**src/vn_pkg.sv**
```systemverilog
// vn_pkg: shared types for the vector normalize pipeline.
// No dependencies.
package vn_pkg;

  // Control word handed from cell to cell alongside the datapath.
  typedef struct packed {
    logic       valid;
    logic       zero;
    logic [2:0] neg;
  } vn_ctl_t;

  localparam int unsigned NUM_LANES = 3;

endpackage

```
**src/vn_div_cell.sv**
```systemverilog
// vn_div_cell: one restoring divide step for all three lanes, registered.
// Depends on vn_pkg.
module vn_div_cell #(
  parameter int unsigned CW = 16,
  parameter int unsigned QW = 15
) (
  input  logic                 clk,
  input  logic                 rst_n,
  input  vn_pkg::vn_ctl_t      ctl_i,
  input  logic [CW-1:0]        mag_i,
  input  logic [2:0]           nb_i,
  input  logic [3*CW-1:0]      rem_i,
  input  logic [3*QW-1:0]      quo_i,
  output vn_pkg::vn_ctl_t      ctl_o,
  output logic [CW-1:0]        mag_o,
  output logic [3*CW-1:0]      rem_o,
  output logic [3*QW-1:0]      quo_o
);
  import vn_pkg::*;

  vn_ctl_t         ctl_r;
  logic [CW-1:0]   mag_r;
  logic [3*CW-1:0] rem_r, rem_nxt;
  logic [3*QW-1:0] quo_r, quo_nxt;

  always_comb begin
    logic [CW:0] r2;
    logic [CW:0] d;
    rem_nxt = '0;
    quo_nxt = '0;
    for (int l = 0; l < NUM_LANES; l++) begin
      r2 = {rem_i[l*CW +: CW], nb_i[l]};
      d  = r2 - {1'b0, mag_i};
      if (r2 >= {1'b0, mag_i}) begin
        rem_nxt[l*CW +: CW] = d[CW-1:0];
      end else begin
        rem_nxt[l*CW +: CW] = r2[CW-1:0];
      end
      quo_nxt[l*QW +: QW] = {quo_i[l*QW +: QW-1], (r2 >= {1'b0, mag_i})};
    end
  end

  always_ff @(posedge clk) begin
    if (!rst_n) begin
      ctl_r <= '0;
    end else begin
      ctl_r <= ctl_i;
    end
    mag_r <= mag_i;
    rem_r <= rem_nxt;
    quo_r <= quo_nxt;
  end

  assign ctl_o = ctl_r;
  assign mag_o = mag_r;
  assign rem_o = rem_r;
  assign quo_o = quo_r;
endmodule

```
**config.mk**
```make
export PLATFORM = sky130hd
export DESIGN_NAME = vn_div_cell
export DESIGN_NICKNAME = d
export VERILOG_FILES = /design/src/vn_pkg.sv /design/src/vn_div_cell.sv
export SDC_FILE = /design/constraint.sdc
export NUM_CORES = 1
export LEC_CHECK = 0
export BUFFER_PORTS_ARGS = -buffer_cell sky130_fd_sc_hd__buf_2
export CELL_PAD_IN_SITES_DETAIL_PLACEMENT = 1
export CELL_PAD_IN_SITES_GLOBAL_PLACEMENT = 1
export CORE_UTILIZATION = 40
export CTS_BUF_LIST = sky130_fd_sc_hd__clkbuf_4
export CTS_CLUSTER_SIZE = 24
export DETAILED_ROUTE_END_ITERATION = 12
export GPL_TIMING_DRIVEN = 1
export PLACE_DENSITY_LB_ADDON = 0.1
export SLEW_MARGIN = 20
export SYNTH_ARGS = -nofsm -noshare
export SYNTH_HDL_FRONTEND = slang
export SYNTH_SLANG_ARGS = --single-unit
```
**constraint.sdc**
```tcl
create_clock -name clk -period 6.6 [get_ports clk]
set_input_delay 1.98 -clock clk [delete_from_list [all_inputs] [get_ports clk]]
set_output_delay 1.98 -clock clk [all_outputs]
set_load 0.03 [all_outputs]
```
Yosys cells after proc, flatten, opt, wreduce, memory -nomap -nowiden

Cells that the tools add are included.

Register bits after elaboration: 114
Input bits: 119
Output and inout port bits: 114
Logic and storage cells: 15

Add/subtract/negate cells: 3
Magnitude comparators: 3
Muxes and demuxes: 3

Operators with widths:

| operator                                     | number |
|---|---|
| greater-or-equal comparator 17 x 16 -> 1 bit | 3 |
| 2-to-1 mux 16 bit                            | 3 |
| subtractor 16 bit                            | 3 |

Depth between registers and ports, before layout

Depth in word-level cells: 2
Gate-level depth with buffers: 11
Depth with buffers taken out: 9

Least setup slack after synthesis

OpenSTA, ideal clock, no wires.

Kind: input-to-reg
From: input mag_i[10]
To: register rem_r[25], in the netlist rem_o[25]
Setup time: 0.121 ns
Arrival time: 3.785 ns
Slack: 2.694 ns
Stages: 11
Path buffers: 3
Path through: inv_1 > ha_1 > buf_6 > a21o_1 > a211oi_2 > nor2_1 > nor4_2 > o21a_1 > buf_6 > buf_12 > mux2_4

Word-level cells in the longest chain between the ends: 2

RTL lines:

| item                                         | line              | text |
|---|---|---|
| from (decl)                                  | vn_div_cell.sv:10 | `input logic [CW-1:0] mag_i,` |
| greater-or-equal comparator 17 x 16 -> 1 bit | vn_div_cell.sv:34 | `if (r2 >= {1'b0, mag_i}) begin` |
| 2-to-1 mux 16 bit                            | vn_div_cell.sv:34 |  |
| named net rem_nxt[25]                        | vn_div_cell.sv:23 | `logic [3*CW-1:0] rem_r, rem_nxt;` |
| to (signal assigned)                         | vn_div_cell.sv:50 | `rem_r <= rem_nxt;` |
| to (decl)                                    | vn_div_cell.sv:23 |  |

The timed path passes the listed nets, and every way through them passes these cells.
A chain may end at the register's enable or synchronous reset.

Worst setup path after layout

From: input mag_i[10]
To: register rem_r[23], in the netlist rem_o[23]

The elaborated chain is that of the path after synthesis.

==> out/metrics.csv <==
metric,value,unit
place_area,6910,um2
track_usage,22.8,%
via_count,5041,
critPathCaptureType,flip-flop,
ys_types,76,
hold_ws,1.53,ns
synth_cells,545,
rsz0062_at_grt,no,
grt_pass1_vias,5073,
die_h,121,um
cts-buffers-inserted,17,
syn_avg_cell_area,10.4,um2
start_util,40.8,%
pre_cts_ws,1.87,ns
syn_area,5650,um2
m1WireLength,6.61,mm
synth_seq_cells,114,
post-route-util,52.0,%
min_from,quo_i[2],
hpwl,13.6,mm
leakage,3.48,nW
clock-sinks,114,
ys_seq_area_share,40.4,%
hold_buffers,0,
core_area,13800,um2
top_layer_used,met4,
final.min_clock_period,4.17,ns
dieWidth,121,um
area_delta_synth_final,27.4,%
maxCapViolCount,0,
p_per_area,277,nW/um2
yosysWarnings,0,
grt_pass1_wl,25.3,mm
portBuffers,229,
drive_above_1_share,40.2,%
hold_viol_final,0,
ioPinCount,233,
crit_fanout,17,
crit_family,compound AO/OA/AOI/OAI gates,
status,"finished, final reports clean",
postCtsResizedCells,0,
crit_buf_inv,2,
worst_slack,2.43,ns
slowest_stage,o21a_1,
detail_route.first_pass.iterations,4,
startpoint_type,input pin,
ys_async_sr_fraction,0,%
finalCritPeriodShare,63.2,%
grt_max_degree,21,
met3_length,1.24,mm
finalNonFillerCells,974,
drc,0,
fmax,240,MHz
h-tree-depth,4,
slew_headroom,38.6,%
setup-tns-final,0,ns
dp.cells,942,
die_area,14600,um2
n_antenna_cell,0,
cts_setup_buffers,0,
synthesis.nets,715,
vias_per_cell,5.18,
rows,43,
required,7.03,ns
report.power.total,1.99,mW
antenna_found_initial,0,
cts_tree,built,
hold_class,input pin to flip-flop,
cts.path.max_buffers,2,
ir_worst_vdd,0.144,mV
grt_overflow,0,
cp.arrival,4.60,ns
ys.flop_type,dfxtp_1,
routabilityCongestion,0.854,
drtAntennaViolNets,0,
clockRootBuffer,clkbuf_4,
setup_viol,0,
layout.nets,951,
final_area,7200,um2
wl_per_cell,17.0,um
synth_edf_count,0,
finalMaxSlewViolations,0,
worstMarginPinSlew,0.921,ns
slowest_delay,0.77,ns
routed_wirelength,16.6,mm
critPathLaunch,mag_i[10],
drtIter0Drc,140,
met2_length,8.21,mm
path_clk_slew,0.11,ns
fill_cells,1651,
path_class,input pin to flip-flop,
path_cells,buf_2 -> inv_1 -> ha_1 -> a21o_1 -> a211oi_2 -> nor2_1 -> nor4_2 -> o21a_1 -> mux2_2,
synthesized netlist by cell type (all sizes together) (9+ instances only):
master,number,area [um2]
o21ai,30,158
nor2b,9,56.3
nand2,23,86.3
buf,11,106
nand2b,9,56.3
xnor2,20,175
ha,48,601
dfxtp,114,2280
mux2,36,454
nor2,32,128
a211oi,9,82.6
xor2,10,87.6
o31ai,9,77.6
a21oi,37,211
and2,9,57.6
a21o,11,82.6
inv,27,101
sequential cells by signal, indices dropped and copies added (netlist names):
signal and flops:
ctl_o 5, mag_o 16, quo_o 45, rem_o 48
layer usage:
metal / vias up / GRT usage, %
met4: 0 / 10.8
li1: 2466 / -
met3: 40 / 7.26
met1: 2347 / 24.5
met5: - / 0
met2: 188 / 40.3
layout by cell type (no fill, tap or decap), types with 5 or more instances in the layout:
master | netlist | layout
buf_2 | 5 | 229
dfxtp_1 | 114 | 114
ha_1 | 48 | 48
a21oi_1 | 34 | 34
nor2_1 | 31 | 31
inv_1 | 26 | 26
o21ai_0 | 25 | 25
nand2_1 | 23 | 23
mux2_2 | 23 | 23
xnor2_1 | 20 | 20
clkbuf_4 | 0 | 19
mux2_4 | 13 | 13
a21o_1 | 11 | 11
xor2_1 | 10 | 10
nor2b_1 | 9 | 9
nand2b_1 | 9 | 9
nand3_1 | 8 | 8
and2_1 | 8 | 8
nor3_1 | 7 | 7
mux2i_1 | 7 | 7
o31ai_1 | 7 | 7
o211ai_1 | 6 | 6
o21a_1 | 6 | 6
a211oi_1 | 6 | 6
a21boi_0 | 5 | 5
power breakdown:
part / leakage [nW] / switching (mW) / internal [mW]
logic: 2.37 / 0.428 / 0.259
clock network: 0.148 / 0.277 / 0.232
registers: 0.961 / 0.0205 / 0.775
cells by family (layout without fill, tap and decap cells):
| group | after synthesis | count (layout) | share of synthesized area [%] |
|---|---|---|---|
| AO/OA/AOI/OAI | 145 | 145 | 18.5 |
| XOR/XNOR | 30 | 30 | 4.65 |
| adder cells (fa/ha/maj) | 51 | 51 | 11.7 |
| buffers and inverters | 39 | 288 | 3.74 |
| flip-flops | 114 | 114 | 40.4 |
| multiplexers | 43 | 43 | 9.28 |
| AND/OR/NAND/NOR | 123 | 123 | 11.8 |
path summary, 6_finish.rpt:
kind / endpoint / slack, ns / cells past startpoint
max: rem_o[23]$_DFF_P_ / 2.43 / 9
min: quo_o[3]$_DFF_P_ / 1.53 / 1
area by class of cell:
| class | instances | area (um2) | share of cell area, % |
|---|---|---|---|
| Tap cell | 180 | 225 | 3.13 |
| Multi-Input combinational cell | 392 | 3160 | 43.9 |
| Clock buffer | 19 | 143 | 1.98 |
| Inverter | 27 | 101 | 1.41 |
| Clock inverter | 13 | 136 | 1.89 |
| Timing Repair Buffer | 229 | 1150 | 15.9 |
| Sequential cell | 114 | 2280 | 31.7 |
Note: power is estimated with default switching activity, not from simulation.
