## config.mk

```make
export PLATFORM = sky130hd
export DESIGN_NAME = vn_sqrt_cell
export DESIGN_NICKNAME = d
export VERILOG_FILES = /design/src/vn_pkg.sv /design/src/vn_sqrt_cell.sv
export SDC_FILE = /design/constraint.sdc
export NUM_CORES = 1
export LEC_CHECK = 0
export ABC_AREA = 0
export BUFFER_PORTS_ARGS = -buffer_cell sky130_fd_sc_hd__clkbuf_2
export CORE_AREA = 2 2 92 94
export CTS_BUF_LIST = sky130_fd_sc_hd__clkbuf_4
export CTS_CLUSTER_DIAMETER = 30
export DETAILED_ROUTE_END_ITERATION = 8
export DIE_AREA = 0 0 94 96
export PLACE_DENSITY = 0.83
export SYNTH_ARGS = -nofsm -noshare
export SYNTH_HDL_FRONTEND = slang
export SYNTH_SLANG_ARGS = --single-unit
```

## constraint.sdc

```tcl
create_clock -name clk -period 5.59 [get_ports clk]
set_input_delay 0.559 -clock clk [delete_from_list [all_inputs] [get_ports clk]]
set_output_delay 0.559 -clock clk [all_outputs]
set_load 0.01 [all_outputs]
```

## src/vn_pkg.sv

```systemverilog
// vn_pkg: shared types for the vector normalize pipeline.
// No dependencies.
package vn_pkg;

  // Control word handed from cell to cell alongside the datapath.
  typedef struct packed {
    logic       valid;
    logic       zero;
    logic [2:0] neg;
  } vn_ctl_t;

  localparam int unsigned NUM_LANES = 3;

endpackage

```

## src/vn_sqrt_cell.sv

```systemverilog
// vn_sqrt_cell: one restoring square-root digit step, registered.
// Depends on vn_pkg.
module vn_sqrt_cell #(
  parameter int unsigned CW = 16
) (
  input  logic                       clk,
  input  logic                       rst_n,
  input  vn_pkg::vn_ctl_t            ctl_i,
  input  logic [2*CW-1:0]            rad_i,
  input  logic [CW+1:0]              rem_i,
  input  logic [CW-1:0]              root_i,
  input  logic [3*CW-1:0]            abs_i,
  output vn_pkg::vn_ctl_t            ctl_o,
  output logic [2*CW-1:0]            rad_o,
  output logic [CW+1:0]              rem_o,
  output logic [CW-1:0]              root_o,
  output logic [3*CW-1:0]            abs_o
);
  import vn_pkg::*;

  logic [CW+3:0] rem_sh;
  logic [CW+3:0] trial;
  logic [CW+3:0] diff;
  logic          ge;
  vn_ctl_t       ctl_r;
  logic [2*CW-1:0] rad_r;
  logic [CW+1:0] rem_r, rem_nxt;
  logic [CW-1:0] root_r, root_nxt;
  logic [3*CW-1:0] abs_r;

  always_comb begin
    rem_sh   = {rem_i, rad_i[2*CW-1 -: 2]};
    trial    = {2'b00, root_i, 2'b01};
    diff     = rem_sh - trial;
    ge       = (rem_sh >= trial);
    rem_nxt  = ge ? diff[CW+1:0] : rem_sh[CW+1:0];
    root_nxt = {root_i[CW-2:0], ge};
  end

  always_ff @(posedge clk) begin
    if (!rst_n) begin
      ctl_r <= '0;
    end else begin
      ctl_r <= ctl_i;
    end
    rad_r  <= {rad_i[2*CW-3:0], 2'b00};
    rem_r  <= rem_nxt;
    root_r <= root_nxt;
    abs_r  <= abs_i;
  end

  assign ctl_o  = ctl_r;
  assign rad_o  = rad_r;
  assign rem_o  = rem_r;
  assign root_o = root_r;
  assign abs_o  = abs_r;
endmodule

```

* After elaboration in Yosys (flattened, before gate mapping) *
Cells that the tools add are included.

word-level totals
  output and inout port bits = 119
  register bits = 117

cells by class
  mux-type cells = 1
  magnitude comparators = 1
  $add $sub $neg = 1

operator list
  kind              number
  $ge A20 B18 Y1    1
  $mux W18          1
  $sub A18 B18 Y18  1

* Depth between registers and ports, before layout *
  depth after elaboration = 2
  mapped depth = 11
  gate-level depth less buffers = 9

* Worst setup path after synthesis *
Ideal clock, no wire load.

  path kind = input-to-reg
  from = input root_i[7]
  to = register rem_r[10] (netlist: rem_o[10])
  stages = 11
  library setup time = 0.121 ns
  slack = 3.197 ns
  arrival time = 2.272 ns
  data required time = 5.469 ns
  buffers on the path = 2
  cell sequence = inv_1 ha_1 buf_2 nand2_1 nor2_1 nand3_1 nor2_1 o21ai_2 o211ai_4 buf_6 mux2_2

between the ends
  longest elaborated chain between the ends = 2
  elaborated cells on any way between the ends = 3

RTL lines
  element                line                source
  start, declared        vn_sqrt_cell.sv:11  input logic [CW-1:0] root_i,
  $ge A20 B18 Y1         vn_sqrt_cell.sv:35  ge = (rem_sh >= trial);
  named net ge           vn_sqrt_cell.sv:24  logic ge;
  $mux W18               vn_sqrt_cell.sv:36  rem_nxt = ge ? diff[CW+1:0] : rem_sh[CW+1:0];
  named net rem_nxt[10]  vn_sqrt_cell.sv:27  logic [CW+1:0] rem_r, rem_nxt;
  end signal, assigned   vn_sqrt_cell.sv:47  rem_r <= rem_nxt;
  end, declared          vn_sqrt_cell.sv:27

The timed path passes the listed nets, and every way through them passes these cells.
A chain may end at the register's enable or synchronous reset.

* Worst setup path after layout *
  from = input root_i[7]
  to = register rem_r[5] (netlist: rem_o[5])

between the ends
  longest elaborated chain between the ends = 2

RTL lines
  element               line
  $ge A20 B18 Y1        vn_sqrt_cell.sv:35
  $mux W18              vn_sqrt_cell.sv:36
  named net rem_nxt[5]  vn_sqrt_cell.sv:27

The timed path passes the listed nets, and every way through them passes these cells.

==> flow_summary_export.csv <==
group,metric,value,unit
timing,finalHoldViolCount,0,
global_routing,grt_antenna_before_repair,0,
final_layout,antenna-diode-count,0,
final_layout,fillerInstances,676,
final_layout,final_nets,678,
logic_synthesis,synth_cell_types,44,
logic_synthesis,synthMostInstantiatedCell,"dfxtp_1",
logic_synthesis,netlist_instances,288,
timing,timing.final.crit_share,0.405,
logic_synthesis,synth_common_cells,"dfxtp_1 (117), inv_1 (20), ha_1 (18), a21oi_1 (15), mux2_2 (13)",
clock_tree,clk_pin_slew,0.12,ns
logic_synthesis,avgSynthCellArea,12.5,µm²
die,die_outline_area,9020,µm²
routing,detailroute.via_count,2975,
routing,remaining_drc_errors,0,
clock_tree,tritoncts_clock_tree,"built",
timing,period_minus_slack,2.26,ns
clock_tree,ctsResizeCount,0,
logic_synthesis,ys.flop_type,"dfxtp_1",
critical_path,cp.arrival,2.63,ns
critical_path,critical_path.startpoint_type,"input port",
logic_synthesis,synth_top_area_share,0.652,
clock_tree,cts_max_path_buffers,2,
die,floorplan.core_area,8050,µm²
logic_synthesis,yosysSeqAreaShare,0.652,
timing,finalMaxSlewViolations,0,
routing,drtAntennaViolNets,0,
logic_synthesis,synthArstFlopShare,0,
placement,place_congestion,0.817,
critical_path,timing_worst_setup_path_type,"in2reg",
placement,dp.final_hpwl,7.78,mm
routing,via_per_inst,4.53,
global_routing,grt_max_degree,20,
logic_synthesis,synth.area.top_cells,"dfxtp_1 (65%), ha_1 (6.3%), mux2_2 (4.1%), xnor2_1 (2.4%), a21oi_1 (2.1%)",
global_routing,grt_pass1_wl,13.9,mm
logic_synthesis,yosys_warnings,0,
timing,maxClockFrequency,0.442,GHz
power_and_ir_drop,power.static_leakage,2.72,nW
die,initial_core_utilization,0.446,
routing,finalWirelength,9.51,mm
routing,drtPass1Iterations,4,
final_layout,fin_area,5200,µm²
critical_path,worst_setup_path_end_kind,"flip-flop",
placement,portBuffers,237,
clock_tree,cts_buffers,17,
logic_synthesis,post-synth-top-area-cell,"dfxtp_1",
logic_synthesis,netlist_area,3590,µm²
die,io-pin-count,240,
final_layout,area.growth.synth_to_final,44.9,%
worst_hold_path,hp-class,"in2reg",
worst_hold_path,holdPathStages,1,
die,die_x,94,µm
critical_path,largest_driver_fanout_on_the_critical_path,19,
clock_tree,post_cts_buffers,0,
die,num_rows,33,
global_routing,grt_pass1_vias,2913,
global_routing,grt.overflow.total,0,
clock_tree,root_buffer,"clkbuf_4",
power_and_ir_drop,ir_drop,208,µV
run_status,status,"finished clean",
critical_path,critPathRequiredTime,5.96,ns
die,die_h,96,µm
placement,dpl-instance-area,4870,µm²
run,maxCapViolations,0,
clock_tree,htree_levels,4,
final_layout,final_layout_size_suffix_gt1_frac,0.520,
power_and_ir_drop,power.density_cell_area,365,nW/µm²
timing,setup_tns,0,ns
logic_synthesis,ys_seq_elements,117,
timing,timing_worst_slew_pin_value,0.709,ns
timing,unrepaired_setup_endpoints_after_global_routing,"false",
timing,finalSetupViolCount,0,
logic_synthesis,synth_enable_flop_cells,0,
clock_tree,tritoncts_num_sinks,117,
routing,drtIter0Drc,73,
routing,per_cell_routed_wire_length,14.5,µm
clock_tree,ctsHoldBuffers,0,
global_routing,grt_util_all_layers,0.205,
timing,slew-limit-headroom,0.525,
## flip-flops by register name, summed over array words and instances, names as in the netlist
register and cells:
rem_o 18, rad_o 30, ctl_o 5, root_o 16, abs_o 48
## kinds of logic after synthesis
group,count (synthesis),share of synthesized area
other,1,0.00104
buffers and inverters,26,0.0321
multiplexers,18,0.0554
AND/OR/NAND/NOR,51,0.0711
AO/OA/AOI/OAI,43,0.0910
adder cells (fa/ha/maj),18,0.0627
XOR/XNOR,14,0.0342
flip-flops,117,0.652
## worst max-delay path, stage by stage
cell and delay [ns]:
clkbuf_2 0.08, inv_1 0.04, ha_1 0.40, a21oi_1 0.10, o21ai_1 0.22, a31oi_1 0.18, o211ai_4 0.62, mux2_2 0.41
## layout make-up
cell class / instances / area, µm² / share of cell area
clock buffer: 17 / 128 / 0.0245
clock inverter: 15 / 203 / 0.0390
inverter: 20 / 75.1 / 0.0144
multi-input combinational: 146 / 1140 / 0.218
sequential: 117 / 2340 / 0.450
tap: 105 / 131 / 0.0253
timing repair buffer: 237 / 1190 / 0.228
## cell usage in the layout, fill, tap and decap left out, drive strengths merged, types with 3 or more instances in the layout
master  count
a21oi      15
nand2b      3
dfxtp     117
nand2      12
mux2       15
a211oi      3
nor3        6
nand3       5
o21ai       6
xnor2      10
clkinv      7
mux2i       3
inv        23
bufinv      4
nor2       11
and2        5
clkbuf    254
o21a        6
ha         18
xor2        4
a31oi       3
## metrics by stage
stage / worst slack [ns] / cells / power [W] / hold slack (ns) / utilization
final: 3.33 / 657 / 0.00190 / 0.161 / 0.646
after detailed placement: 2.82 / 625 / 0.00123 / 0.663 / 0.605
after CTS: 3.36 / 657 / 0.00193 / 0.109 / 0.646
after global placement: 2.86 / 625 / 0.00122 / 0.662 / 0.605
after floorplan: 3.20 / 289 / 0.00110 / 0.587 / -
after global routing: 3.17 / 657 / 0.00200 / 0.0887 / 0.646
## path summary, 6_finish.rpt
| check | start | endpoint | slack [ns] |
|---|---|---|---|
| max | root_i[7] | rem_o[5] | 3.33 |
| min | abs_i[24] | abs_o[24] | 0.16 |
## routing by layer
metal	vias up	GRT usage	wire [µm]
met1	1379	0.212	3530
met2	106	0.387	5360
li1	1486	-	-
met4	0	0.0725	44
met3	4	0.0681	584
met5	-	0	0
## power by group
part / internal (W) / total (W) / switching (W)
combinational: 0.000140 / 0.000294 / 0.000154
clock: 0.000359 / 0.000687 / 0.000327
sequential: 0.000900 / 0.000919 / 0.0000191
No activity file was read; power rests on OpenSTA's default activity.
